==> config.mk <==
export PLATFORM = sky130hd
export DESIGN_NAME = expnp_fmul
export DESIGN_NICKNAME = d
export VERILOG_FILES = /design/src/rtl/expnp_pkg.sv /design/src/rtl/expnp_fmul.sv
export SDC_FILE = /design/constraint.sdc
export NUM_CORES = 2
export LEC_CHECK = 0
export BUFFER_PORTS_ARGS = -buffer_cell sky130_fd_sc_hd__buf_2
export CAP_MARGIN = 20
export CORE_MARGIN = 4
export CORE_UTILIZATION = 45
export DETAILED_ROUTE_END_ITERATION = 10
export SKIP_LAST_GASP = 1
export SLEW_MARGIN = 20
export SYNTH_ARGS = -nofsm -noshare
export SYNTH_HDL_FRONTEND = slang
export SYNTH_SLANG_ARGS = --single-unit
==> constraint.sdc <==
create_clock -name aclk -period 14 [get_ports aclk]
set_input_delay 2.8 -clock aclk [delete_from_list [all_inputs] [get_ports aclk]]
set_output_delay 2.8 -clock aclk [all_outputs]
set_load 0.02 [all_outputs]
==> src/rtl/expnp_pkg.sv <==
`default_nettype none

package expnp_pkg;

    localparam int OP_LAT = 3;
    localparam int NSTG   = 11 * OP_LAT;

    localparam logic [31:0] K_LOG2E_X64 = 32'h42B8AA3B;
    localparam logic [31:0] K_BIAS      = 32'h4B400000;
    localparam logic [31:0] K_NEG_BIAS  = 32'hCB400000;
    localparam logic [31:0] K_NLN2_HI   = 32'hBC318000;
    localparam logic [31:0] K_NLN2_LO   = 32'h365E8083;
    localparam logic [31:0] K_C2        = 32'h3EFFFF85;
    localparam logic [30:0] K_CUT_MAG   = 31'h42AEAC4F;
    localparam logic [30:0] K_INF_MAG   = 31'h7F800000;
    localparam logic [31:0] K_QNAN      = 32'hFFC00000;
    localparam logic [31:0] K_QBIT      = 32'h00400000;

    function automatic logic [31:0] pow2_frac(input logic [5:0] idx);
        logic [31:0] r;
        case (idx)
            6'd0:  r = 32'h3F800000;  6'd1:  r = 32'h3F8164D2;
            6'd2:  r = 32'h3F82CD87;  6'd3:  r = 32'h3F843A29;
            6'd4:  r = 32'h3F85AAC3;  6'd5:  r = 32'h3F871F62;
            6'd6:  r = 32'h3F88980F;  6'd7:  r = 32'h3F8A14D5;
            6'd8:  r = 32'h3F8B95C2;  6'd9:  r = 32'h3F8D1ADF;
            6'd10: r = 32'h3F8EA43A;  6'd11: r = 32'h3F9031DC;
            6'd12: r = 32'h3F91C3D3;  6'd13: r = 32'h3F935A2B;
            6'd14: r = 32'h3F94F4F0;  6'd15: r = 32'h3F96942D;
            6'd16: r = 32'h3F9837F0;  6'd17: r = 32'h3F99E046;
            6'd18: r = 32'h3F9B8D3A;  6'd19: r = 32'h3F9D3EDA;
            6'd20: r = 32'h3F9EF532;  6'd21: r = 32'h3FA0B051;
            6'd22: r = 32'h3FA27043;  6'd23: r = 32'h3FA43516;
            6'd24: r = 32'h3FA5FED7;  6'd25: r = 32'h3FA7CD94;
            6'd26: r = 32'h3FA9A15B;  6'd27: r = 32'h3FAB7A3A;
            6'd28: r = 32'h3FAD583F;  6'd29: r = 32'h3FAF3B79;
            6'd30: r = 32'h3FB123F6;  6'd31: r = 32'h3FB311C4;
            6'd32: r = 32'h3FB504F3;  6'd33: r = 32'h3FB6FD92;
            6'd34: r = 32'h3FB8FBAF;  6'd35: r = 32'h3FBAFF5B;
            6'd36: r = 32'h3FBD08A4;  6'd37: r = 32'h3FBF179A;
            6'd38: r = 32'h3FC12C4D;  6'd39: r = 32'h3FC346CD;
            6'd40: r = 32'h3FC5672A;  6'd41: r = 32'h3FC78D75;
            6'd42: r = 32'h3FC9B9BE;  6'd43: r = 32'h3FCBEC15;
            6'd44: r = 32'h3FCE248C;  6'd45: r = 32'h3FD06334;
            6'd46: r = 32'h3FD2A81E;  6'd47: r = 32'h3FD4F35B;
            6'd48: r = 32'h3FD744FD;  6'd49: r = 32'h3FD99D16;
            6'd50: r = 32'h3FDBFBB8;  6'd51: r = 32'h3FDE60F5;
            6'd52: r = 32'h3FE0CCDF;  6'd53: r = 32'h3FE33F89;
            6'd54: r = 32'h3FE5B907;  6'd55: r = 32'h3FE8396A;
            6'd56: r = 32'h3FEAC0C7;  6'd57: r = 32'h3FED4F30;
            6'd58: r = 32'h3FEFE4BA;  6'd59: r = 32'h3FF28177;
            6'd60: r = 32'h3FF5257D;  6'd61: r = 32'h3FF7D0DF;
            6'd62: r = 32'h3FFA83B3;  6'd63: r = 32'h3FFD3E0C;
            default: r = 32'h3F800000;
        endcase
        return r;
    endfunction

    // leading zero count, 48 when all zero
    function automatic logic [5:0] lzc48(input logic [47:0] v);
        logic [5:0] lz;
        lz = 6'd48;
        for (int i = 0; i < 48; i++) begin
            if (v[i]) begin
                lz = 6'(47 - i);
            end
        end
        return lz;
    endfunction

    // sig: leading one at bit 26, bits [2:0] guard/round/sticky; exp biased
    function automatic logic [31:0] round_pack(input logic sign,
                                               input logic signed [11:0] exp,
                                               input logic [26:0] sig);
        logic [26:0] ss;
        logic [26:0] shifted;
        logic [4:0] sh;
        logic st;
        logic signed [11:0] e;
        logic [23:0] mant;
        logic rup;
        logic [30:0] word;
        ss = sig;
        e = exp;
        sh = 5'd0;
        if (exp < 12'sd1) begin
            if (exp < -12'sd25) begin
                sh = 5'd27;
            end else begin
                sh = 5'(12'sd1 - exp);
            end
            shifted = sig >> sh;
            st = |(sig & ~({27{1'b1}} << sh));
            ss = {shifted[26:1], shifted[0] | st};
            e = 12'sd1;
        end
        mant = ss[26:3];
        rup = ss[2] & ((|ss[1:0]) | mant[0]);
        word = {8'(e - 12'sd1), 23'd0} + {7'd0, mant} + {30'd0, rup};
        if (e > 12'sd254) begin
            return {sign, 8'hFF, 23'd0};
        end
        return {sign, word};
    endfunction

endpackage

`default_nettype wire

==> src/rtl/expnp_fmul.sv <==
`default_nettype none

module expnp_fmul
    import expnp_pkg::*;
(
    input  wire logic        aclk,
    input  wire logic [2:0]  en,
    input  wire logic [31:0] a,
    input  wire logic [31:0] b,
    output logic [31:0]      y
);

    logic [7:0]  ea, eb, eae, ebe;
    logic [23:0] ma, mb;
    logic        anan, bnan, ainf, binf, azero, bzero, sgn;
    logic        spec_next;
    logic [31:0] spval_next;

    logic [47:0]        prod_reg;
    logic signed [11:0] exp1_reg;
    logic               sgn1_reg, spec1_reg;
    logic [31:0]        spval1_reg;

    logic [5:0]         lz;
    logic [47:0]        norm;
    logic [26:0]        sig2_reg;
    logic signed [11:0] exp2_reg;
    logic               sgn2_reg, spec2_reg;
    logic [31:0]        spval2_reg;

    always_comb begin
        ea = a[30:23];
        eb = b[30:23];
        ma = {|ea, a[22:0]};
        mb = {|eb, b[22:0]};
        eae = (ea == 8'd0) ? 8'd1 : ea;
        ebe = (eb == 8'd0) ? 8'd1 : eb;
        anan = (ea == 8'hFF) && (a[22:0] != 23'd0);
        bnan = (eb == 8'hFF) && (b[22:0] != 23'd0);
        ainf = (ea == 8'hFF) && (a[22:0] == 23'd0);
        binf = (eb == 8'hFF) && (b[22:0] == 23'd0);
        azero = (a[30:0] == 31'd0);
        bzero = (b[30:0] == 31'd0);
        sgn = a[31] ^ b[31];
        spec_next = 1'b1;
        if (anan) begin
            spval_next = a | K_QBIT;
        end else if (bnan) begin
            spval_next = b | K_QBIT;
        end else if ((ainf && bzero) || (binf && azero)) begin
            spval_next = K_QNAN;
        end else if (ainf || binf) begin
            spval_next = {sgn, 8'hFF, 23'd0};
        end else if (azero || bzero) begin
            spval_next = {sgn, 31'd0};
        end else begin
            spec_next = 1'b0;
            spval_next = 32'd0;
        end
    end

    always_ff @(posedge aclk) begin
        if (en[0]) begin
            prod_reg   <= ma * mb;
            exp1_reg   <= $signed({4'd0, eae}) + $signed({4'd0, ebe}) - 12'sd127;
            sgn1_reg   <= sgn;
            spec1_reg  <= spec_next;
            spval1_reg <= spval_next;
        end
    end

    always_comb begin
        lz = lzc48(prod_reg);
        norm = prod_reg << lz;
    end

    always_ff @(posedge aclk) begin
        if (en[1]) begin
            sig2_reg   <= {norm[47:22], |norm[21:0]};
            exp2_reg   <= exp1_reg + 12'sd1 - $signed({6'd0, lz});
            sgn2_reg   <= sgn1_reg;
            spec2_reg  <= spec1_reg;
            spval2_reg <= spval1_reg;
        end
    end

    always_ff @(posedge aclk) begin
        if (en[2]) begin
            y <= spec2_reg ? spval2_reg : round_pack(sgn2_reg, exp2_reg, sig2_reg);
        end
    end

endmodule

`default_nettype wire

==> Word-level counts from Yosys, hierarchy flattened <==
Index checks and enable logic that the tools add are counted.
{ "word_totals": {"register_bits": 199, "latchBits": 0, "mem_bits_rw": 0, "romBits": 0, "in_bits": 68, "out_inout_bits": 32, "elab_cells": 127, "n_memories": 0} }
{ "op_classes": {"addsub": 8, "n_mul": 1, "div_mod_pow": 0, "n_lt_le_gt_ge": 3, "eq_ne": 2, "shift": 3, "n_mux": 68, "bitwise": 6, "reduce_logical": 24} }
{ "ops": {"columns": ["op", "n"], "rows": [
  ["$mux 6", 47],
  ["$mux 32", 8],
  ["$logic_not 31->1", 2],
  ["$mux 27", 2],
  ["$mul 24x24->48", 1],
  ["$shl 48x6->48", 1],
  ["$logic_not 23->1", 2],
  ["$reduce_bool 23->1", 2],
  ["$add 31x1->31", 1],
  ["$add 31x24->31", 1],
  ["$and 27x27->27", 1],
  ["$not 27->27", 1],
  ["$reduce_or 27->1", 1],
  ["$shl 27x5->27 const A", 1],
  ["$shr 27x5->27", 1],
  ["$mux 12", 2],
  ["$reduce_or 22->1", 1],
  ["$mux 5", 4],
  ["$eq 8x8->1 const B", 2],
  ["$logic_not 8->1", 2],
  ["$mux 8", 2],
  ["$reduce_or 8->1", 2],
  ["$add 12x2->12 const B", 1],
  ["$gt 12x9->1 const B", 1],
  ["other kinds (16)", 26]
]} }

==> Logic depth before layout (Yosys ltp) <==
{ "logic_depth": {"depth_word": 50, "ltp_mapped": 29, "mapped_depth_nobuf": 27} }

==> Worst setup path before layout <==
OpenSTA, ideal clock, no wires.
{ "synth_path": {"kind": "input -> register", "start": "in b[3]", "end": "reg prod_reg[46], data pin", "setup_time_ns": 0.265, "arrival_time_ns": 10.028, "required_ns": 13.735, "path_slack_ns": 3.707, "cell_stages": 27, "n_path_buf": 3, "path_cell_list": "clkbuf_1 > clkbuf_1 > nand2_1 > fa_1 > inv_1 > fa_1 > fa_1 > fa_1 > fa_1 > inv_1 > fa_1 > inv_1 > fa_1 > ha_1 > clkbuf_1 > a211o_1 > a2111oi_0 > o21ai_0 > a2111oi_0 > o31ai_1 > a31o_2 > a211oi_1 > nand2b_1 > a21oi_1 > a21oi_1 > o211ai_1 > xor2_1"} }
{ "synth_via": {"elab_chain_cells": 1} }
{ "synth_lines": {"columns": ["element", "line", "text"], "rows": [
  ["start: declaration", "expnp_fmul.sv:9", "input wire logic [31:0] b,"],
  ["$mul 24x24->48", "expnp_fmul.sv:64", "prod_reg <= ma * mb;"],
  ["end signal: assignment", "expnp_fmul.sv:64", null],
  ["end: declaration", "expnp_fmul.sv:19", "logic [47:0] prod_reg;"]
]} }
Every way passes these cells.
A chain may end at the register's enable or synchronous reset.

==> Worst setup path in the final report <==
{ "layout_path": {"start": "in a[14]", "end": "reg prod_reg[46], data pin"} }
{ "layout_via": {"elab_chain_cells": 1} }
{ "layout_lines": {"columns": ["element", "line", "text"], "rows": [
  ["start: declaration", "expnp_fmul.sv:8", "input wire logic [31:0] a,"],
  ["$mul 24x24->48", "expnp_fmul.sv:64", null]
]} }
Every way passes these cells.

==> Flow_metrics.wiki <==
{| class="wikitable"
! Metric !! Value
|-
| Setup repair after global routing missed its margin || no
|-
| Depth of the worst register-to-register path || 18
|-
| Register area || a little under 6000 um^2
|-
| Worst Skew || ~23 ps
|-
| Total Neg Setup Slack || 0 ps
|-
| Critical Path Sink Type || flop
|-
| Most common library cell in the layout ignoring fill and taps || nand2_1
|-
| Maximum number of pins on one net before global-route repair || 74
|-
| Wire length of the first global-routing pass || 156 mm
|-
| Setup-violating endpoint count in the final report || 0
|-
| Most frequent cells in the layout || 623 x nand2_1, 542 x inv_1, 484 x fa_1
|-
| Number of hold buffers added after cts || 0
|-
| Top-level port count || 100
|-
| Global-route usage over all layers || ~26%
|-
| Final-report hold violation count || 0
|-
| Top flip-flop cell by instance count after synthesis || edfxtp_1
|-
| Routed WL per cell || around 22 um
|-
| Overall overflow remaining after global route || 0
|-
| Vertical die dimension || roughly 280 um
|-
| Number of distinct library cells after synthesis || 95
|-
| Number of clock buffers inserted by TritonCTS || 17
|-
| Period utilization || approximately three quarters
|-
| Maximum clock rate || approximately 93 MHz
|-
| Relative slew margins || a little under a third
|-
| Mean Syn Cell Area || 8.89 um^2
|-
| Min-Delay Path Class || reg -> reg
|-
| Summed instance area of the synthesized netlist || about 33,000 um^2
|-
| Core Rows || around 100
|-
| Number of sinks driven by the clock tree || between 150 and 200
|-
| Clock transition at path regs || 90 ps
|-
| Clock latency reported for the late side of the worst-skew pair || 500 ps
|-
| Final WL || between 100 and 150 mm
|-
| Count of flip-flops with a built-in enable after synthesis || 197
|-
| Crit path required time || between 10,000 and 15,000 ps
|-
| Area of the die || 77,100 um^2
|-
| Total DRC errors in the routed layout || 0
|-
| Crit Path Category || in -> reg
|-
| Gate Count Post-Synth || about 3.7k
|-
| Initial standard-cell utilization of the core || between 40% and 50%
|-
| Startpoint Class || primary input
|-
| Placeable core region || 71,700 um^2
|-
| Via Count || 26.3k
|-
| Drt initial violations || between 2k and 2.5k
|-
| First-pass iteration count of the detailed router || 6
|-
| H-tree depth || 4
|-
| Max-cap violation count || 0
|-
| Synthesized netlist net count || around 4.4k
|-
| CP arrival || 10,980 ps
|-
| Maximum fanout along the worst path || 26
|-
| Number of flip-flops under the largest register name || 48
|-
| Minimum period implied by the final worst setup slack || about 11,000 ps
|-
| Worst hold path stage count || 0
|-
| Post-layout nets || between 4k and 5k
|-
| Total area of multi-input combinational cells || about 24,000 um^2
|-
| Layout cells sized above 1 || under 10%
|-
| Flop and latch count out of synthesis || roughly 200
|-
| GP Congestion || roughly 0.96
|-
| Ys Warns || 0
|-
| Slew of the pin with the lowest slew margin || roughly 1000 ps
|-
| # resized after CTS || 0
|-
| Status || complete, no violations
|-
| Setup fix buffers added after clock tree synthesis || 0
|-
| Chip width || between 200 and 300 um
|-
| Initial antenna violation count || 3
|-
| Count of fill cells added during filler insertion || 6,932
|-
| Detailed placer's ending HPWL || 74.9 mm
|-
| Port-buffer cells || between 90 and 100
|-
| Portion of the post-synthesis area used by sequential elements || between 10% and 20%
|-
| Area growth syn-to-layout || 4.91%
|-
| Via/cell ratio || 5.78
|-
| Clock tree buffer depth || 2
|-
| CTS tree || yes
|-
| Antenna-violating nets left || 0
|-
| Synth async-reset ratio || 0%
|-
| Max-slew violation total from the final report || 0
|-
| Clock tree root driver cell || clkbuf_16
|-
| Via count of the first global-routing pass || 26.5k
|}
==> worst paths after layout <==
kind	from	slack, ps	end
max reg2reg	exp2_reg[4]	7680	y[20]
min reg2reg	spval1_reg[3]	420	spval2_reg[3]
min	spval1_reg[3]	420	spval2_reg[3]
max	a[14]	3250	prod_reg[46]
==> stage by stage <==
step / setup WS, ps / utilization [%] / std cells / hold WS [ps] / instance area (um^2)
finish: 3250 / 47.9 / 4552 / 423 / 34300
global route: 2880 / 47.9 / 4552 / 425 / 34300
CTS: 3270 / 47.8 / 4549 / 424 / 34300
detailed placement: 2760 / 46.9 / 4517 / 405 / 33700
global placement: 2600 / 46.9 / 4517 / 401 / 33700
floorplan: 3710 / - / 3680 / 400 / 32700
==> critical path: stages <==
cell and delay (ps):
buf_2 530, nand2_1 190, fa_1 580, inv_1 50, fa_1 460, fa_1 570
fa_1 450, fa_1 540, inv_1 50, fa_1 480, inv_1 50, fa_1 450
ha_1 380, a211o_1 330, a2111oi_0 300, o21ai_0 240, a2111oi_1 860, o31ai_1 330
a31o_2 350, a211oi_1 320, nand2b_1 150, a21oi_1 90, a21oi_1 160, o211ai_1 110
xor2_1 160
==> metal layers <==
layer  wire [um]  up-vias  global-route usage (%)
met1       41200    13200                    34.5
li1            -    11900                       -
met5           0        -                       0
met3        6790      199                    4.01
met2       48700     1083                    43.3
met4        3370        0                    8.81
==> logic make-up (layout without fill, tap and decap cells) <==
logic type      after synthesis  count (layout)  synth area share [%]
compound gates              606             606                  12.3
xor+xnor                     87              87                  2.33
fa+ha+maj                   694             694                  37.6
buf+inv                     790             709                  9.33
flops                       197             197                  18.1
mux                          92              92                  2.91
other cells                   0               3                     0
simple gates               1214            1214                  17.4
==> area by class of cell <==
cell class / count / share of cell area, %
diodes: 3 / 0.0219
inverters: 549 / 6.00
well taps: 950 / 3.46
repair buffers: 128 / 2.09
multi-input cells: 2693 / 69.3
flip-flops and latches: 197 / 17.2
clock inverters: 15 / 0.696
clock buffers: 17 / 1.24
==> cells in the mapped netlist, types with 20 or more instances <==
cell / n / area (um^2)
a211oi_1: 31 / 233
nor2_1: 124 / 465
inv_1: 542 / 2030
and3_1: 21 / 131
nor4_1: 27 / 169
fa_1: 484 / 9690
nand3_1: 58 / 290
mux2i_1: 79 / 791
clkbuf_1: 192 / 721
nor3_1: 54 / 270
a21oi_1: 148 / 741
xnor2_1: 51 / 447
and2_1: 220 / 1380
ha_1: 210 / 2630
xor2_1: 36 / 315
buf_2: 27 / 135
edfxtp_1: 197 / 5920
nand2_1: 623 / 2340
a31oi_1: 20 / 125
o21ai_0: 134 / 671
a21o_1: 27 / 203
Power is not shown: default switching activity piles up to over one toggle a cycle in this logic, so the estimate is an artifact.
