**src/rtl/expnp_pkg.sv**
```systemverilog
`default_nettype none

package expnp_pkg;

    localparam int OP_LAT = 3;
    localparam int NSTG   = 11 * OP_LAT;

    localparam logic [31:0] K_LOG2E_X64 = 32'h42B8AA3B;
    localparam logic [31:0] K_BIAS      = 32'h4B400000;
    localparam logic [31:0] K_NEG_BIAS  = 32'hCB400000;
    localparam logic [31:0] K_NLN2_HI   = 32'hBC318000;
    localparam logic [31:0] K_NLN2_LO   = 32'h365E8083;
    localparam logic [31:0] K_C2        = 32'h3EFFFF85;
    localparam logic [30:0] K_CUT_MAG   = 31'h42AEAC4F;
    localparam logic [30:0] K_INF_MAG   = 31'h7F800000;
    localparam logic [31:0] K_QNAN      = 32'hFFC00000;
    localparam logic [31:0] K_QBIT      = 32'h00400000;

    function automatic logic [31:0] pow2_frac(input logic [5:0] idx);
        logic [31:0] r;
        case (idx)
            6'd0:  r = 32'h3F800000;  6'd1:  r = 32'h3F8164D2;
            6'd2:  r = 32'h3F82CD87;  6'd3:  r = 32'h3F843A29;
            6'd4:  r = 32'h3F85AAC3;  6'd5:  r = 32'h3F871F62;
            6'd6:  r = 32'h3F88980F;  6'd7:  r = 32'h3F8A14D5;
            6'd8:  r = 32'h3F8B95C2;  6'd9:  r = 32'h3F8D1ADF;
            6'd10: r = 32'h3F8EA43A;  6'd11: r = 32'h3F9031DC;
            6'd12: r = 32'h3F91C3D3;  6'd13: r = 32'h3F935A2B;
            6'd14: r = 32'h3F94F4F0;  6'd15: r = 32'h3F96942D;
            6'd16: r = 32'h3F9837F0;  6'd17: r = 32'h3F99E046;
            6'd18: r = 32'h3F9B8D3A;  6'd19: r = 32'h3F9D3EDA;
            6'd20: r = 32'h3F9EF532;  6'd21: r = 32'h3FA0B051;
            6'd22: r = 32'h3FA27043;  6'd23: r = 32'h3FA43516;
            6'd24: r = 32'h3FA5FED7;  6'd25: r = 32'h3FA7CD94;
            6'd26: r = 32'h3FA9A15B;  6'd27: r = 32'h3FAB7A3A;
            6'd28: r = 32'h3FAD583F;  6'd29: r = 32'h3FAF3B79;
            6'd30: r = 32'h3FB123F6;  6'd31: r = 32'h3FB311C4;
            6'd32: r = 32'h3FB504F3;  6'd33: r = 32'h3FB6FD92;
            6'd34: r = 32'h3FB8FBAF;  6'd35: r = 32'h3FBAFF5B;
            6'd36: r = 32'h3FBD08A4;  6'd37: r = 32'h3FBF179A;
            6'd38: r = 32'h3FC12C4D;  6'd39: r = 32'h3FC346CD;
            6'd40: r = 32'h3FC5672A;  6'd41: r = 32'h3FC78D75;
            6'd42: r = 32'h3FC9B9BE;  6'd43: r = 32'h3FCBEC15;
            6'd44: r = 32'h3FCE248C;  6'd45: r = 32'h3FD06334;
            6'd46: r = 32'h3FD2A81E;  6'd47: r = 32'h3FD4F35B;
            6'd48: r = 32'h3FD744FD;  6'd49: r = 32'h3FD99D16;
            6'd50: r = 32'h3FDBFBB8;  6'd51: r = 32'h3FDE60F5;
            6'd52: r = 32'h3FE0CCDF;  6'd53: r = 32'h3FE33F89;
            6'd54: r = 32'h3FE5B907;  6'd55: r = 32'h3FE8396A;
            6'd56: r = 32'h3FEAC0C7;  6'd57: r = 32'h3FED4F30;
            6'd58: r = 32'h3FEFE4BA;  6'd59: r = 32'h3FF28177;
            6'd60: r = 32'h3FF5257D;  6'd61: r = 32'h3FF7D0DF;
            6'd62: r = 32'h3FFA83B3;  6'd63: r = 32'h3FFD3E0C;
            default: r = 32'h3F800000;
        endcase
        return r;
    endfunction

    // leading zero count, 48 when all zero
    function automatic logic [5:0] lzc48(input logic [47:0] v);
        logic [5:0] lz;
        lz = 6'd48;
        for (int i = 0; i < 48; i++) begin
            if (v[i]) begin
                lz = 6'(47 - i);
            end
        end
        return lz;
    endfunction

    // sig: leading one at bit 26, bits [2:0] guard/round/sticky; exp biased
    function automatic logic [31:0] round_pack(input logic sign,
                                               input logic signed [11:0] exp,
                                               input logic [26:0] sig);
        logic [26:0] ss;
        logic [26:0] shifted;
        logic [4:0] sh;
        logic st;
        logic signed [11:0] e;
        logic [23:0] mant;
        logic rup;
        logic [30:0] word;
        ss = sig;
        e = exp;
        sh = 5'd0;
        if (exp < 12'sd1) begin
            if (exp < -12'sd25) begin
                sh = 5'd27;
            end else begin
                sh = 5'(12'sd1 - exp);
            end
            shifted = sig >> sh;
            st = |(sig & ~({27{1'b1}} << sh));
            ss = {shifted[26:1], shifted[0] | st};
            e = 12'sd1;
        end
        mant = ss[26:3];
        rup = ss[2] & ((|ss[1:0]) | mant[0]);
        word = {8'(e - 12'sd1), 23'd0} + {7'd0, mant} + {30'd0, rup};
        if (e > 12'sd254) begin
            return {sign, 8'hFF, 23'd0};
        end
        return {sign, word};
    endfunction

endpackage

`default_nettype wire

```
**src/rtl/expnp_fadd.sv**
```systemverilog
`default_nettype none

module expnp_fadd
    import expnp_pkg::*;
(
    input  wire logic        aclk,
    input  wire logic [2:0]  en,
    input  wire logic [31:0] a,
    input  wire logic [31:0] b,
    output logic [31:0]      y
);

    logic [31:0] big, sml;
    logic [7:0]  ebg, esm, ebge, esme, d;
    logic [26:0] sm, shifted, sml_al;
    logic        st;
    logic        anan, bnan, ainf, binf;
    logic        spec_next;
    logic [31:0] spval_next;

    logic [26:0] big1_reg, small1_reg;
    logic [7:0]  exp1_reg;
    logic        sub1_reg, sgn1_reg, zsgn1_reg, spec1_reg;
    logic [31:0] spval1_reg;

    logic [27:0] sum;
    logic [27:0] sum2_reg;
    logic [5:0]  lz2_reg;
    logic [7:0]  exp2_reg;
    logic        sgn2_reg, zsgn2_reg, spec2_reg;
    logic [31:0] spval2_reg;

    logic [27:0]        norm;
    logic signed [11:0] nexp;

    always_comb begin
        if (a[30:0] >= b[30:0]) begin
            big = a;
            sml = b;
        end else begin
            big = b;
            sml = a;
        end
        ebg = big[30:23];
        esm = sml[30:23];
        ebge = (ebg == 8'd0) ? 8'd1 : ebg;
        esme = (esm == 8'd0) ? 8'd1 : esm;
        d = ebge - esme;
        sm = {|esm, sml[22:0], 3'd0};
        if (d >= 8'd27) begin
            shifted = 27'd0;
            st = |sm;
        end else begin
            shifted = sm >> d[4:0];
            st = |(sm & ~({27{1'b1}} << d[4:0]));
        end
        sml_al = {shifted[26:1], shifted[0] | st};

        anan = (a[30:23] == 8'hFF) && (a[22:0] != 23'd0);
        bnan = (b[30:23] == 8'hFF) && (b[22:0] != 23'd0);
        ainf = (a[30:23] == 8'hFF) && (a[22:0] == 23'd0);
        binf = (b[30:23] == 8'hFF) && (b[22:0] == 23'd0);
        spec_next = 1'b1;
        if (anan) begin
            spval_next = a | K_QBIT;
        end else if (bnan) begin
            spval_next = b | K_QBIT;
        end else if (ainf && binf && (a[31] != b[31])) begin
            spval_next = K_QNAN;
        end else if (ainf) begin
            spval_next = a;
        end else if (binf) begin
            spval_next = b;
        end else begin
            spec_next = 1'b0;
            spval_next = 32'd0;
        end
    end

    always_ff @(posedge aclk) begin
        if (en[0]) begin
            big1_reg   <= {|ebg, big[22:0], 3'd0};
            small1_reg <= sml_al;
            exp1_reg   <= ebge;
            sub1_reg   <= a[31] ^ b[31];
            sgn1_reg   <= big[31];
            zsgn1_reg  <= a[31] & b[31];
            spec1_reg  <= spec_next;
            spval1_reg <= spval_next;
        end
    end

    always_comb begin
        if (sub1_reg) begin
            sum = {1'b0, big1_reg} - {1'b0, small1_reg};
        end else begin
            sum = {1'b0, big1_reg} + {1'b0, small1_reg};
        end
    end

    always_ff @(posedge aclk) begin
        if (en[1]) begin
            sum2_reg   <= sum;
            lz2_reg    <= lzc48({sum, 20'd0});
            exp2_reg   <= exp1_reg;
            sgn2_reg   <= sgn1_reg;
            zsgn2_reg  <= zsgn1_reg;
            spec2_reg  <= spec1_reg;
            spval2_reg <= spval1_reg;
        end
    end

    always_comb begin
        norm = sum2_reg << lz2_reg;
        nexp = $signed({4'd0, exp2_reg}) + 12'sd1 - $signed({6'd0, lz2_reg});
    end

    always_ff @(posedge aclk) begin
        if (en[2]) begin
            if (spec2_reg) begin
                y <= spval2_reg;
            end else if (sum2_reg == 28'd0) begin
                y <= {zsgn2_reg, 31'd0};
            end else begin
                y <= round_pack(sgn2_reg, nexp, {norm[27:2], |norm[1:0]});
            end
        end
    end

endmodule

`default_nettype wire

```
**config.mk**
```make
export PLATFORM = sky130hd
export DESIGN_NAME = expnp_fadd
export DESIGN_NICKNAME = d
export VERILOG_FILES = /design/src/rtl/expnp_pkg.sv /design/src/rtl/expnp_fadd.sv
export SDC_FILE = /design/constraint.sdc
export NUM_CORES = 1
export LEC_CHECK = 0
export BUFFER_PORTS_ARGS = -buffer_cell sky130_fd_sc_hd__buf_2
export CAP_MARGIN = 40
export CORE_UTILIZATION = 25
export CTS_BUF_LIST = sky130_fd_sc_hd__clkbuf_2 sky130_fd_sc_hd__clkbuf_4 sky130_fd_sc_hd__clkbuf_8
export CTS_CLUSTER_DIAMETER = 200
export DETAILED_ROUTE_END_ITERATION = 7
export GPL_TIMING_DRIVEN = 0
export PLACE_DENSITY = 0.44
export SETUP_SLACK_MARGIN = 0.1
export SYNTH_ARGS = -nofsm -noshare
export SYNTH_HDL_FRONTEND = slang
export SYNTH_SLANG_ARGS = --single-unit
```
**constraint.sdc**
```tcl
create_clock -name aclk -period 10.2 [get_ports aclk]
set_input_delay 1.53 -clock aclk [delete_from_list [all_inputs] [get_ports aclk]]
set_output_delay 1.53 -clock aclk [all_outputs]
set_load 0.05 [all_outputs]
```
## Yosys cells after proc, flatten, opt, wreduce, memory -nomap -nowiden

Cells that the tools add are included.
Widths: inputs -> output; s select.

- Register bits after elaboration: 204
- Logic and storage cells: 143

- Equality and inequality tests: 3
- $add $sub $neg: 9
- Bitwise logic cells: 10
- Reductions and logical operators: 27
- Mux-type cells: 61
- Shift operators: 5
- Magnitude comparators: 5

Operators by type and width:

| operator | count |
|---|---|
| $mux 32 | 10 |
| $mux 27 | 4 |
| $reduce_or 27->1 | 3 |
| $mux 5 | 16 |
| $and 27x27->27 | 2 |
| $not 27->27 | 2 |
| $shl 27x5->27 const A | 2 |
| $shr 27x5->27 | 2 |
| $mux 12 | 4 |
| $logic_not 23->1 | 2 |
| $reduce_bool 23->1 | 2 |
| $mux 4 | 8 |
| $add 31x1->31 | 1 |
| $add 31x24->31 | 1 |
| $ge 31x31->1 | 1 |
| $mux 31 | 1 |
| $reduce_or 31->1 | 1 |
| $add 27x27->28 | 1 |
| $logic_not 28->1 | 1 |
| $mux 28 | 1 |
| $shl 28x6->28 | 1 |
| $sub 27x27->28 | 1 |
| $reduce_or 8->1 | 3 |
| $eq 8x8->1 const B | 2 |
| other kinds (24) | 48 |

## Depth between registers and ports, before layout

Gate-level depths: netlist of run 1.

- Word-level depth: 29
- Depth in mapped cells: 33
- Mapped depth without buffers: 29

## Least setup slack after synthesis of run 1

No wires, ideal clock.

- Path type: input port to flip-flop
- From: input port b[17]
- To: register small1_reg[0], data pin
- Required time: 9933 ps
- Data arrival time: 8277 ps
- Stages: 30
- Buffers on the path: 7
- Setup slack: 1655 ps
- Path through: inv_1 ha_1 a21o_1 a21oi_1 nor2b_1 o31a_1 o21a_1 o21ai_0 and3_1 o21a_1 clkbuf_1 clkbuf_1 clkbuf_1 clkbuf_1 buf_1 clkbuf_1 o211ai_1 ha_1 fa_1 nor2b_1 o21ai_0 nand2b_1 xnor2_1 nor3_1 or4_1 clkbuf_1 o21bai_1 or4_1 nor4_1 a31oi_1

- Word-level cells in the longest chain between the ends: 11
- Elaborated cells between the ends (all ways): 19
- Classes of those cells: add/sub (1); order compare (2); shift (2); mux (6); bitwise (3); reduce/logical (5)

Ends and longest elaborated chain:

| what | RTL line | text |
|---|---|---|
| start: declaration | expnp_fadd.sv:9 | `input wire logic [31:0] b,` |
| $ge 31x31->1 | expnp_fadd.sv:37 | `if (a[30:0] >= b[30:0]) begin` |
| $mux 32 or $mux 31 (tied branches) | expnp_fadd.sv:37 |  |
| $logic_not 8->1 (on tied branches) | expnp_fadd.sv:46, expnp_fadd.sv:47 |  |
| $mux 8 (on tied branches) | expnp_fadd.sv:46, expnp_fadd.sv:47 |  |
| $sub 8x8->8 | expnp_fadd.sv:48 | `d = ebge - esme;` |
| $shl 27x5->27 | expnp_fadd.sv:55 | `st = \|(sm & ~({27{1'b1}} << d[4:0]));` |
| $not 27->27 | expnp_fadd.sv:55 |  |
| $and 27x27->27 | expnp_fadd.sv:55 |  |
| $reduce_or 27->1 | expnp_fadd.sv:55 |  |
| $mux 1 | expnp_fadd.sv:50 | `if (d >= 8'd27) begin` |
| $or 1x1->1 * | expnp_fadd.sv:57 | `sml_al = {shifted[26:1], shifted[0] \| st};` |
| via sml_al[0] | expnp_fadd.sv:15 | `logic [26:0] sm, shifted, sml_al;` |
| end signal: assignment | expnp_fadd.sv:83 | `small1_reg <= sml_al;` |
| end: declaration | expnp_fadd.sv:21 | `logic [26:0] big1_reg, small1_reg;` |

The timed path passes the listed nets; every way through them passes the cells marked *.
A chain may end at the register's enable or synchronous reset.

## Worst setup path in the final report of run 1

Same ends and word-level chain as after synthesis.

==> run_summary.xml, run 1 <==
<?xml version="1.0" encoding="UTF-8"?>
<metrics>
  <group name="run_status">
    <metric name="outcome" unit="">completed</metric>
  </group>
  <group name="floorplanning">
    <metric name="floorplan.initialDensity" unit="">0.253</metric>
    <metric name="die_area" unit="µm²">77900</metric>
    <metric name="floorplan.io_pins" unit="">100</metric>
    <metric name="die_w" unit="µm">279</metric>
    <metric name="floorplan.rows" unit="">101</metric>
    <metric name="core_area" unit="µm²">75900</metric>
    <metric name="fp.dieH" unit="µm">279</metric>
  </group>
  <group name="timing">
    <metric name="period_needed" unit="ns">9.68</metric>
    <metric name="report.final.setup_viol" unit="">0</metric>
    <metric name="rsz0062_at_grt" unit="">no</metric>
    <metric name="finalMaxSlewViolations" unit="">0</metric>
    <metric name="final_min_period_over_clock_period" unit="">0.949</metric>
    <metric name="maxClockFrequency" unit="MHz">103</metric>
    <metric name="skew" unit="ns">0.0526</metric>
    <metric name="worstMarginPinSlew" unit="ns">0.924</metric>
    <metric name="setup-tns-final" unit="ns">0</metric>
    <metric name="slew_limit_headroom" unit="">0.384</metric>
    <metric name="finalHoldViolations" unit="">0</metric>
  </group>
  <group name="clock_tree">
    <metric name="cts_tree" unit="">yes</metric>
    <metric name="cts_hold_buf" unit="">0</metric>
    <metric name="postCtsSetupBuffers" unit="">0</metric>
    <metric name="clockRootBuffer" unit="">clkbuf_8</metric>
    <metric name="ctsHtreeMaxLevel" unit="">2</metric>
    <metric name="worst_setup_hold_path_clk_slew" unit="ns">0.06</metric>
    <metric name="clockBufferDepth" unit="">3</metric>
    <metric name="cts_buf_count" unit="">36</metric>
    <metric name="clock_sink_count" unit="">204</metric>
    <metric name="clock_latency" unit="ns">0.58</metric>
  </group>
  <group name="synth">
    <metric name="synth-compound-area-share" unit="">0.228</metric>
    <metric name="yosys-top-cells-area" unit="">edfxtp_1 32%, ha_1 7.0%, mux2i_1 5.1%</metric>
    <metric name="synth.cell_area" unit="µm²">19200</metric>
    <metric name="mappedNetlistNets" unit="">2307</metric>
    <metric name="synth.yosys.warnings" unit="">0</metric>
    <metric name="post_synth_xor_area_fraction" unit="">0.0292</metric>
    <metric name="synth.mux.area_fraction" unit="">0.126</metric>
    <metric name="count_of_state_elements_after_synthesis" unit="">204</metric>
    <metric name="adder_and_majority_gate_portion_of_the_synthesized_area" unit="">0.0735</metric>
    <metric name="synth_top_family_by_area" unit="">compound AO/OA/AOI/OAI gates</metric>
    <metric name="synth.avg_cell_area" unit="µm²">9.02</metric>
    <metric name="ys_seq_area_frac" unit="">0.319</metric>
    <metric name="synth_top_cell_by_area" unit="">edfxtp_1</metric>
    <metric name="synth-simple-area-share" unit="">0.174</metric>
    <metric name="synth_ff_type" unit="">edfxtp_1</metric>
    <metric name="post_synth_num_cell_types" unit="">94</metric>
    <metric name="yosysTopAreaCellShare" unit="">0.319</metric>
    <metric name="synth_enable_flop_cells" unit="">204</metric>
    <metric name="ys_async_sr_fraction" unit="">0</metric>
    <metric name="netlist_instances" unit="">2128</metric>
  </group>
  <group name="setup_path">
    <metric name="regToRegEndpoint" unit="">y[19]</metric>
    <metric name="worst-endpoint-arrival" unit="ns">9.93</metric>
    <metric name="reg2reg_slack" unit="ns">1.38</metric>
    <metric name="worst-endpoint-required" unit="ns">10.45</metric>
    <metric name="timing.rr.start" unit="">lz2_reg[2]</metric>
    <metric name="setup.worst_path.start_class" unit="">input pin</metric>
    <metric name="crit_fanout" unit="">10</metric>
    <metric name="timing_worst_setup_path_type" unit="">in -&gt; reg</metric>
    <metric name="cpMostUsedCell" unit="">clkbuf_1</metric>
    <metric name="rr_worst_depth" unit="">27</metric>
    <metric name="worstSetupEndpointType" unit="">flip-flop</metric>
    <metric name="max_stage_delay" unit="ns">0.56</metric>
    <metric name="crit_slowest_cell" unit="">or4_1</metric>
  </group>
  <group name="grt">
    <metric name="globalRouteTotalUtil" unit="">0.214</metric>
    <metric name="grt_start_max_net_pins" unit="">69</metric>
    <metric name="grt_pass1_wl" unit="µm">124000</metric>
    <metric name="initial_antenna_violation_count" unit="">2</metric>
    <metric name="grt.overflow.total" unit="">0</metric>
    <metric name="vias_in_the_first_global_route" unit="">18478</metric>
  </group>
  <group name="route">
    <metric name="ant_nets" unit="">0</metric>
    <metric name="route.detailed.wl_per_inst" unit="µm">25.3</metric>
    <metric name="wl" unit="µm">84900</metric>
    <metric name="dr_vias_cell" unit="">5.54</metric>
    <metric name="drt_drc_violations_left" unit="">0</metric>
    <metric name="num_vias" unit="">18593</metric>
    <metric name="drtPass1Iterations" unit="">5</metric>
    <metric name="initialDrtViolationCount" unit="">1553</metric>
  </group>
  <group name="final_layout">
    <metric name="instances_no_fill" unit="">3354</metric>
    <metric name="final_layout_size_suffix_gt1_frac" unit="">0.142</metric>
    <metric name="final_cell_area" unit="µm²">22000</metric>
    <metric name="final_common_cell" unit="">edfxtp_1</metric>
    <metric name="layout.cells.most_common_list" unit="">204 x edfxtp_1, 191 x nand2_1, 179 x nor2_1</metric>
    <metric name="post-route-util" unit="">0.289</metric>
    <metric name="area_growth" unit="%">14.5</metric>
    <metric name="nNetsFinal" unit="">2475</metric>
  </group>
  <group name="placed_design">
    <metric name="place.detailed.hpwl" unit="µm">67400</metric>
    <metric name="placedInstanceArea" unit="µm²">21300</metric>
    <metric name="numPortBuffers" unit="">99</metric>
    <metric name="placedCellCount" unit="">3289</metric>
    <metric name="routabilityCongestion" unit="">0.969</metric>
  </group>
  <group name="power_and_ir_drop">
    <metric name="design_power_total" unit="µW">5440</metric>
    <metric name="cellLeakagePower" unit="µW">0.00834</metric>
    <metric name="power.density" unit="nW/µm²">247</metric>
    <metric name="vdd_drop_max" unit="mV">0.0919</metric>
  </group>
  <group name="flow_run">
    <metric name="drv_cap" unit="">0</metric>
  </group>
  <group name="worst_hold_path">
    <metric name="worstHoldPathCells" unit="">0</metric>
    <metric name="timing.hold.worst_endpoint" unit="">exp2_reg[5]</metric>
    <metric name="holdCritPathClass" unit="">reg -&gt; reg</metric>
    <metric name="worst_hold_startpoint" unit="">exp1_reg[5]</metric>
  </group>
</metrics>
==> cell usage after synthesis (8+ instances only) <==
| cell type | n |
|---|---|
| edfxtp_1 | 204 |
| nand2_1 | 191 |
| nor2_1 | 179 |
| a21oi_1 | 130 |
| inv_1 | 119 |
| o21ai_0 | 112 |
| ha_1 | 108 |
| mux2i_1 | 98 |
| clkbuf_1 | 91 |
| nand3_1 | 59 |
| nor3_1 | 58 |
| mux2_2 | 51 |
| xnor2_1 | 40 |
| mux4_2 | 38 |
| a22o_1 | 35 |
| nor4_1 | 31 |
| a211oi_1 | 30 |
| a21o_1 | 29 |
| a22oi_1 | 29 |
| a31oi_1 | 28 |
| o211ai_1 | 26 |
| xor2_1 | 24 |
| nand4_1 | 23 |
| o21a_1 | 22 |
| a221oi_1 | 21 |
| nand2b_1 | 21 |
| nor2b_1 | 20 |
| o31ai_1 | 19 |
| and3_1 | 17 |
| o22ai_1 | 17 |
| and2_1 | 15 |
| or2_2 | 15 |
| o21bai_1 | 14 |
| or3_1 | 13 |
| o32ai_1 | 12 |
| a211o_1 | 11 |
| nor3b_1 | 11 |
| buf_1 | 10 |
| o311ai_0 | 9 |
| a221o_1 | 8 |
==> final cells by class <==
class / count / area (µm²)
Tap cell: 1030 / 1290
Clock buffer: 46 / 571
Antenna cell: 3 / 7.51
Clock inverter: 17 / 145
Sequential cell: 204 / 6130
Multi-Input combinational cell: 1685 / 12100
Timing Repair Buffer: 131 / 752
Inverter: 124 / 465
Fill cell: 8134 / 54000
Buffer: 114 / 479
==> kinds of logic (layout without fill, tap and decap cells) <==
family / Yosys count / after routing
AOI/OAI and AO/OA: 635 / 635
other: 0 / 3
buffers and inverters: 239 / 432
and+or+nand+nor: 687 / 687
DFF: 204 / 204
adders and majority gates: 111 / 111
xor gates and xnor gates: 64 / 64
muxes: 188 / 188
==> stage by stage <==
stage | setup slack [ns] | hold slack (ns)
floorplan | 1.66 | 0.400
global placement | -1.08 | 0.402
detailed placement | -1.01 | 0.405
CTS | 0.133 | 0.398
global route | 0.166 | 0.414
finish | 0.517 | 0.409
==> metal layers <==
| metal | vias up | track usage | wire length (µm) |
|---|---|---|---|
| li1 | 8532 | - | - |
| met3 | 221 | 0.0288 | 5040 |
| met1 | 9021 | 0.266 | 35300 |
| met4 | 0 | 0.112 | 4590 |
| met5 | - | 0 | 0 |
| met2 | 819 | 0.359 | 40000 |
==> power breakdown <==
part / internal [µW] / total [µW] / switching (µW) / leakage, µW
sequential: 1060 / 1150 / 85.5 / 0.00199
clock: 419 / 753 / 334 / 0.000359
combinational: 1140 / 3540 / 2390 / 0.00600
==> critical path: cells and delay by family <==
kind	cells	cell delay (ns)
compound gates	10	2.25
simple gates	9	2.29
xor+xnor	1	0.43
fa+ha+maj	3	0.82
buf+inv	8	2.60
==> timing repair <==
| item | CTS | global route |
|---|---|---|
| resized for setup | 2 | 5 |
| endpoints found under the setup margin | 4 | 5 |
| gates cloned | 0 | 0 |
| hold endpoints to repair | 0 | 0 |
==> worst max path at each step <==
stage	from	endpoint	slack, ns
2_1_floorplan	b[17]	small1_reg[0]	1.66
3_3_place_gp	b[17]	small1_reg[0]	-1.08
3_5_place_dp	b[17]	small1_reg[0]	-1.01
4_1_cts	b[17]	small1_reg[0]	0.13
5_1_grt	b[17]	small1_reg[0]	0.17
6_report	b[17]	small1_reg[0]	0.52
(Power assumes the default switching activity.)
==> run 2, diff against run 1 <==
Settings changed: CORE_UTILIZATION 25 to 55, PLACE_DENSITY 0.44 to 0.78, RECOVER_POWER set to 50.
==> run 2 against run 1 <==
  * The flow now finishes with violations (capacitance limit, slew limit)
  * Global-route usage rose by 22 points
  * Worst setup slack worse by 0.12 ns
  * Critical path depth increased by 3
  * Final cell count fell by 18%
  * Power decreased by 1.1%
  * Sequential share of layout area rose by 1.3 points
  * Routed wire length shrank 8.1%
  * Highest routed layer unchanged
  * Non-clock buffer count fell by 11
  * Largest power group unchanged
  * Hold slack about the same
  * Cell area fell by 4.4%
  * Die area down 54%
  * Utilization is 32 points higher
==> run_summary.xml, run 2 (same netlist as run 1, synthesis figures left out) <==
<?xml version="1.0" encoding="UTF-8"?>
<metrics>
  <group name="floorplanning">
    <metric name="floorplan.initialDensity" unit="">0.557</metric>
    <metric name="floorplan.rows" unit="">68</metric>
    <metric name="die_w" unit="µm">189</metric>
    <metric name="floorplan.io_pins" unit="">100</metric>
    <metric name="fp.dieH" unit="µm">189</metric>
    <metric name="core_area" unit="µm²">34500</metric>
    <metric name="die_area" unit="µm²">35700</metric>
  </group>
  <group name="grt">
    <metric name="grt.overflow.total" unit="">0</metric>
    <metric name="globalRouteTotalUtil" unit="">0.434</metric>
    <metric name="grt_start_max_net_pins" unit="">78</metric>
    <metric name="grt_pass1_wl" unit="µm">116000</metric>
    <metric name="vias_in_the_first_global_route" unit="">18900</metric>
    <metric name="initial_antenna_violation_count" unit="">0</metric>
  </group>
  <group name="power_and_ir_drop">
    <metric name="vdd_drop_max" unit="mV">0.120</metric>
    <metric name="power.density" unit="nW/µm²">256</metric>
    <metric name="cellLeakagePower" unit="µW">0.00825</metric>
    <metric name="design_power_total" unit="µW">5380</metric>
  </group>
  <group name="final_layout">
    <metric name="post-route-util" unit="">0.610</metric>
    <metric name="antenna_cells_inserted" unit="">0</metric>
    <metric name="fillCellCount" unit="">2948</metric>
    <metric name="area_growth" unit="%">9.52</metric>
    <metric name="final_layout_size_suffix_gt1_frac" unit="">0.135</metric>
    <metric name="nNetsFinal" unit="">2462</metric>
    <metric name="final_common_cell" unit="">edfxtp_1</metric>
    <metric name="instances_no_fill" unit="">2757</metric>
    <metric name="layout.cells.most_common_list" unit="">204 x edfxtp_1, 191 x nand2_1, 179 x nor2_1</metric>
  </group>
  <group name="setup_path">
    <metric name="worst-endpoint-arrival" unit="ns">10.09</metric>
    <metric name="setup.worst_path.start_class" unit="">input pin</metric>
    <metric name="worstSetupEndpointType" unit="">flip-flop</metric>
    <metric name="crit_fanout" unit="">10</metric>
    <metric name="timing_worst_setup_path_type" unit="">in -&gt; reg</metric>
    <metric name="worst-endpoint-required" unit="ns">10.49</metric>
    <metric name="crit_slowest_cell" unit="">buf_1</metric>
    <metric name="max_stage_delay" unit="ns">0.74</metric>
  </group>
  <group name="timing">
    <metric name="slew_limit_headroom" unit="">-1.68</metric>
    <metric name="period_needed" unit="ns">9.81</metric>
    <metric name="finalHoldViolations" unit="">0</metric>
    <metric name="hold-worst-slack" unit="ns">0.409</metric>
    <metric name="report.final.setup_viol" unit="">0</metric>
    <metric name="skew" unit="ns">0.0169</metric>
    <metric name="rsz0062_at_grt" unit="">no</metric>
    <metric name="finalMaxSlewViolations" unit="">187</metric>
    <metric name="maxClockFrequency" unit="MHz">102</metric>
    <metric name="worstMarginPinSlew" unit="ns">4.03</metric>
    <metric name="final_min_period_over_clock_period" unit="">0.961</metric>
  </group>
  <group name="run_status">
    <metric name="failed_checks" unit="">capacitance limit, slew limit</metric>
    <metric name="outcome" unit="">finished with violations</metric>
  </group>
  <group name="clock_tree">
    <metric name="cts_buf_count" unit="">34</metric>
    <metric name="clockRootBuffer" unit="">clkbuf_8</metric>
    <metric name="clock_sink_count" unit="">204</metric>
    <metric name="postCtsSetupBuffers" unit="">0</metric>
    <metric name="ctsHtreeMaxLevel" unit="">2</metric>
    <metric name="cts_hold_buf" unit="">0</metric>
    <metric name="cts_tree" unit="">yes</metric>
    <metric name="clockBufferDepth" unit="">3</metric>
    <metric name="clock_latency" unit="ns">0.58</metric>
    <metric name="worst_setup_hold_path_clk_slew" unit="ns">0.07</metric>
  </group>
  <group name="route">
    <metric name="drt_drc_violations_left" unit="">0</metric>
    <metric name="num_vias" unit="">19883</metric>
    <metric name="drtPass1Iterations" unit="">7</metric>
    <metric name="ant_nets" unit="">0</metric>
    <metric name="initialDrtViolationCount" unit="">2993</metric>
    <metric name="dr_vias_cell" unit="">7.21</metric>
    <metric name="route.detailed.wl_per_inst" unit="µm">28.3</metric>
    <metric name="wl" unit="µm">78000</metric>
  </group>
  <group name="flow_run">
    <metric name="drv_cap" unit="">3</metric>
  </group>
  <group name="worst_hold_path">
    <metric name="holdCritPathClass" unit="">reg -&gt; reg</metric>
  </group>
  <group name="placed_design">
    <metric name="placedCellCount" unit="">2701</metric>
    <metric name="numPortBuffers" unit="">99</metric>
    <metric name="routabilityCongestion" unit="">1.07</metric>
    <metric name="place.detailed.hpwl" unit="µm">59800</metric>
  </group>
</metrics>
[run 2: stage by stage]
stage / setup TNS (ns) / cell area (µm²) / setup WS, ns
final: 0 / 21000 / 0.394
after global routing: 0 / 21000 / 0.123
after CTS: 0 / 21000 / 0.115
after detailed placement: -1.80 / 20400 / -0.727
after global placement: -1.48 / 20300 / -0.560
after floorplan: 0 / 19200 / 1.66
[run 2: power by group]
part	internal [µW]	switching (µW)
sequential	1070	86.0
clock	375	325
combinational	1130	2400
[run 2: critical path: cells and delay by family]
family | cells | cell delay [ns]
xor+xnor | 1 | 0.11
buf+inv | 7 | 2.39
simple gates | 12 | 2.76
fa+ha+maj | 3 | 0.99
compound gates | 10 | 1.78
mux | 1 | 0.51
[run 2: final timing paths]
check              startpoint       endpoint  slack [ns]  cells past startpoint
setup reg to reg   lz2_reg[2]          y[20]        1.58                     28
hold reg to reg   exp1_reg[1]    exp2_reg[1]        0.41                      0
hold / removal    exp1_reg[1]    exp2_reg[1]        0.41                      0
setup / recovery        b[17]  small1_reg[0]        0.39                     34
[run 2: layer usage]
layer	GRT usage	part of all wire	vias up
met5	0	0	-
met4	0.308	0.083	0
met3	0.0793	0.10	430
met2	0.718	0.47	1554
met1	0.508	0.35	9400
li1	-	-	8499
[run 2: final cells by class]
class                      instances  area (µm²)  share of cell area
sequential                       204        6130               0.291
clock buffer                      44         549              0.0261
timing repair buffer             120         617              0.0293
clock inverter                    11        78.8             0.00375
inverter                         124         465              0.0221
multi-input combinational       1685       12100               0.577
tap                              455         569              0.0271
buffer                           114         478              0.0227
[run 2: what timing repair did]
item | CTS | global route
resized for setup | 1 | 4
setup endpoints to repair | 1 | 10
pin swaps | 0 | 0
==> run 3, diff against run 2 <==
Clock period 10.2 ns to 10.3 ns, I/O delays scaled along.
==> run 3 against run 2 <==
  * The run ends with DRC, capacitance limit, slew limit left
  * Die area is the same
  * Largest cell class unchanged
  * Critical path type unchanged
  * Flip-flop and latch count did not move
  * Sequential power about the same
==> run_summary.xml, run 3 (same netlist as run 1, synthesis figures left out) <==
<?xml version="1.0" encoding="UTF-8"?>
<metrics>
  <group name="clock_tree">
    <metric name="clockBufferDepth" unit="">3</metric>
    <metric name="clock_latency" unit="ns">0.58</metric>
    <metric name="clock_sink_count" unit="">204</metric>
    <metric name="cts_tree" unit="">yes</metric>
    <metric name="worst_setup_hold_path_clk_slew" unit="ns">0.06</metric>
    <metric name="cts_buf_count" unit="">34</metric>
    <metric name="clockRootBuffer" unit="">clkbuf_8</metric>
    <metric name="ctsHtreeMaxLevel" unit="">2</metric>
  </group>
  <group name="timing">
    <metric name="slew_limit_headroom" unit="">-1.69</metric>
    <metric name="report.final.setup_viol" unit="">0</metric>
    <metric name="skew" unit="ns">0.0228</metric>
    <metric name="finalMaxSlewViolations" unit="">187</metric>
    <metric name="maxClockFrequency" unit="MHz">101</metric>
    <metric name="period_needed" unit="ns">9.89</metric>
    <metric name="worstMarginPinSlew" unit="ns">4.03</metric>
    <metric name="rsz0062_at_grt" unit="">no</metric>
    <metric name="finalHoldViolations" unit="">0</metric>
    <metric name="hold-worst-slack" unit="ns">0.403</metric>
    <metric name="final_min_period_over_clock_period" unit="">0.960</metric>
  </group>
  <group name="grt">
    <metric name="busiest_layer" unit="">met2</metric>
    <metric name="grt_pass1_wl" unit="µm">116000</metric>
    <metric name="initial_antenna_violation_count" unit="">0</metric>
    <metric name="globalRouteTotalUtil" unit="">0.434</metric>
    <metric name="grt.overflow.total" unit="">0</metric>
    <metric name="vias_in_the_first_global_route" unit="">18900</metric>
    <metric name="grt_util_met2" unit="">0.718</metric>
    <metric name="grt_start_max_net_pins" unit="">78</metric>
    <metric name="grt_util_met3" unit="">0.0793</metric>
    <metric name="grt_util_met1" unit="">0.508</metric>
  </group>
  <group name="floorplanning">
    <metric name="die_w" unit="µm">189</metric>
    <metric name="core_area" unit="µm²">34500</metric>
    <metric name="fp.dieH" unit="µm">189</metric>
    <metric name="floorplan.rows" unit="">68</metric>
    <metric name="floorplan.io_pins" unit="">100</metric>
    <metric name="die_area" unit="µm²">35700</metric>
    <metric name="floorplan.initialDensity" unit="">0.557</metric>
  </group>
  <group name="setup_path">
    <metric name="setup.worst_path.start_class" unit="">input pin</metric>
    <metric name="timing.rr.start" unit="">lz2_reg[2]</metric>
    <metric name="timing_worst_setup_path_type" unit="">in -&gt; reg</metric>
    <metric name="rr_worst_depth" unit="">28</metric>
    <metric name="cpMostUsedCell" unit="">clkbuf_1</metric>
    <metric name="timing.critical_path.buf_inv" unit="">9</metric>
    <metric name="worstSetupEndpointType" unit="">flip-flop</metric>
    <metric name="reg2reg_slack" unit="ns">1.66</metric>
    <metric name="worst-endpoint-arrival" unit="ns">10.17</metric>
    <metric name="regToRegEndpoint" unit="">y[20]</metric>
    <metric name="gate_family_responsible_for_the_most_delay_along_the_worst_path" unit="">buffers and inverters</metric>
    <metric name="crit_slowest_cell" unit="">or4_1</metric>
    <metric name="crit_fanout" unit="">10</metric>
    <metric name="worst-endpoint-required" unit="ns">10.58</metric>
    <metric name="max_stage_delay" unit="ns">0.55</metric>
  </group>
  <group name="route">
    <metric name="num_vias" unit="">19811</metric>
    <metric name="ant_nets" unit="">0</metric>
    <metric name="wl" unit="µm">78000</metric>
    <metric name="drtPass1Iterations" unit="">8</metric>
    <metric name="drt_drc_violations_left" unit="">2</metric>
    <metric name="dr_vias_cell" unit="">7.18</metric>
    <metric name="initialDrtViolationCount" unit="">3068</metric>
    <metric name="route.detailed.wl_per_inst" unit="µm">28.3</metric>
  </group>
  <group name="power_and_ir_drop">
    <metric name="power.density" unit="nW/µm²">253</metric>
    <metric name="cellLeakagePower" unit="µW">0.00825</metric>
    <metric name="vdd_drop_max" unit="mV">0.121</metric>
    <metric name="combinationalPowerShare" unit="">0.655</metric>
    <metric name="p_seq_frac" unit="">0.215</metric>
    <metric name="netSwitchingFraction" unit="">0.522</metric>
    <metric name="internal_power" unit="µW">2550</metric>
    <metric name="net_switching_power_figure" unit="µW">2780</metric>
    <metric name="design_power_total" unit="µW">5330</metric>
    <metric name="clkPwrFrac" unit="">0.130</metric>
  </group>
  <group name="final_layout">
    <metric name="area.sequential" unit="µm²">6130</metric>
    <metric name="area_growth" unit="%">9.55</metric>
    <metric name="nNetsFinal" unit="">2463</metric>
    <metric name="total_area_of_multi_input_combinational_cells" unit="µm²">12100</metric>
    <metric name="layout.cells.most_common_list" unit="">204 x edfxtp_1, 191 x nand2_1, 179 x nor2_1</metric>
    <metric name="final_layout_size_suffix_gt1_frac" unit="">0.135</metric>
    <metric name="final_common_cell" unit="">edfxtp_1</metric>
    <metric name="fillCellCount" unit="">2947</metric>
  </group>
  <group name="placed_design">
    <metric name="numPortBuffers" unit="">99</metric>
    <metric name="place.detailed.hpwl" unit="µm">59800</metric>
    <metric name="routabilityCongestion" unit="">1.07</metric>
  </group>
  <group name="worst_hold_path">
    <metric name="holdCritPathClass" unit="">reg -&gt; reg</metric>
    <metric name="worstHoldPathCells" unit="">0</metric>
    <metric name="timing.hold.worst_endpoint" unit="">zsgn2_reg</metric>
    <metric name="worst_hold_startpoint" unit="">zsgn1_reg</metric>
  </group>
  <group name="run_status">
    <metric name="outcome" unit="">finished with violations</metric>
    <metric name="failed_checks" unit="">DRC, capacitance limit, slew limit</metric>
  </group>
  <group name="flow_run">
    <metric name="drv_cap" unit="">3</metric>
  </group>
</metrics>
run 3: cell types whose count changed in the layout (fill, tap and decap cells not counted), sizes merged:
cell | before | now
clkbuf | 141 | 142
diode | 0 | 1
run 3: how the worst max path moves through the flow:
stage | from | end | slack, ns | depth (start not counted)
final | b[17] | small1_reg[0] | 0.41 | 33
after global routing | b[17] | small1_reg[0] | 0.15 | 33
after CTS | b[17] | small1_reg[0] | 0.20 | 32
after detailed placement | b[17] | small1_reg[0] | -0.64 | 32
after global placement | b[17] | small1_reg[0] | -0.47 | 32
after floorplan | b[17] | small1_reg[0] | 1.74 | 30
run 3: cell type report:
cell class / instances / area share
Clock inverter: 11 / 0.00375
Antenna cell: 1 / 0.000119
Clock buffer: 44 / 0.0261
Multi-Input combinational cell: 1685 / 0.577
Inverter: 124 / 0.0221
Timing Repair Buffer: 120 / 0.0293
Tap cell: 455 / 0.0271
Sequential cell: 204 / 0.291
Buffer: 115 / 0.0229
run 3: worst register-to-register path, delay by kind of cell (launching register included):
kind	cells	cell delay, ns
buffers and inverters	9	2.54
flip-flops	1	0.47
AO/OA/AOI/OAI	7	2.02
AND/OR/NAND/NOR	8	2.09
adder cells (fa/ha/maj)	4	1.28
run 3: routing by layer:
metal	share of wire	vias up
li1	-	8502
met1	0.35	9320
met2	0.46	1541
met3	0.10	448
met4	0.085	0
met5	0	-
run 3: stage by stage:
stage          TNS [ns]  instances  utilization  worst slack [ns]  area [µm²]
6_report              0       2759        0.610             0.415       21000
5_1_grt               0       2758        0.610             0.148       21000
4_1_cts               0       2756        0.610             0.200       21000
3_5_place_dp      -1.21       2701        0.592            -0.642       20400
3_3_place_gp     -0.867       2682        0.588            -0.475       20300
2_1_floorplan         0       2128            -              1.74       19200
run 3: power by group through the flow:
stage	Sequential (µW)	Clock, µW	Combinational (µW)
after CTS	1140	699	3310
after global routing	1150	731	3640
after detailed placement	1150	0	3290
after floorplan	1180	0	2140
final	1140	694	3490
after global placement	1150	0	3270
run 3: what timing repair did:
action | 4_1_cts | 5_1_grt
hold buffers | 0 | 0
gates resized for setup | 1 | 4
setup endpoints to repair | 1 | 7
setup buffers | 0 | 0
gates cloned | 0 | 0
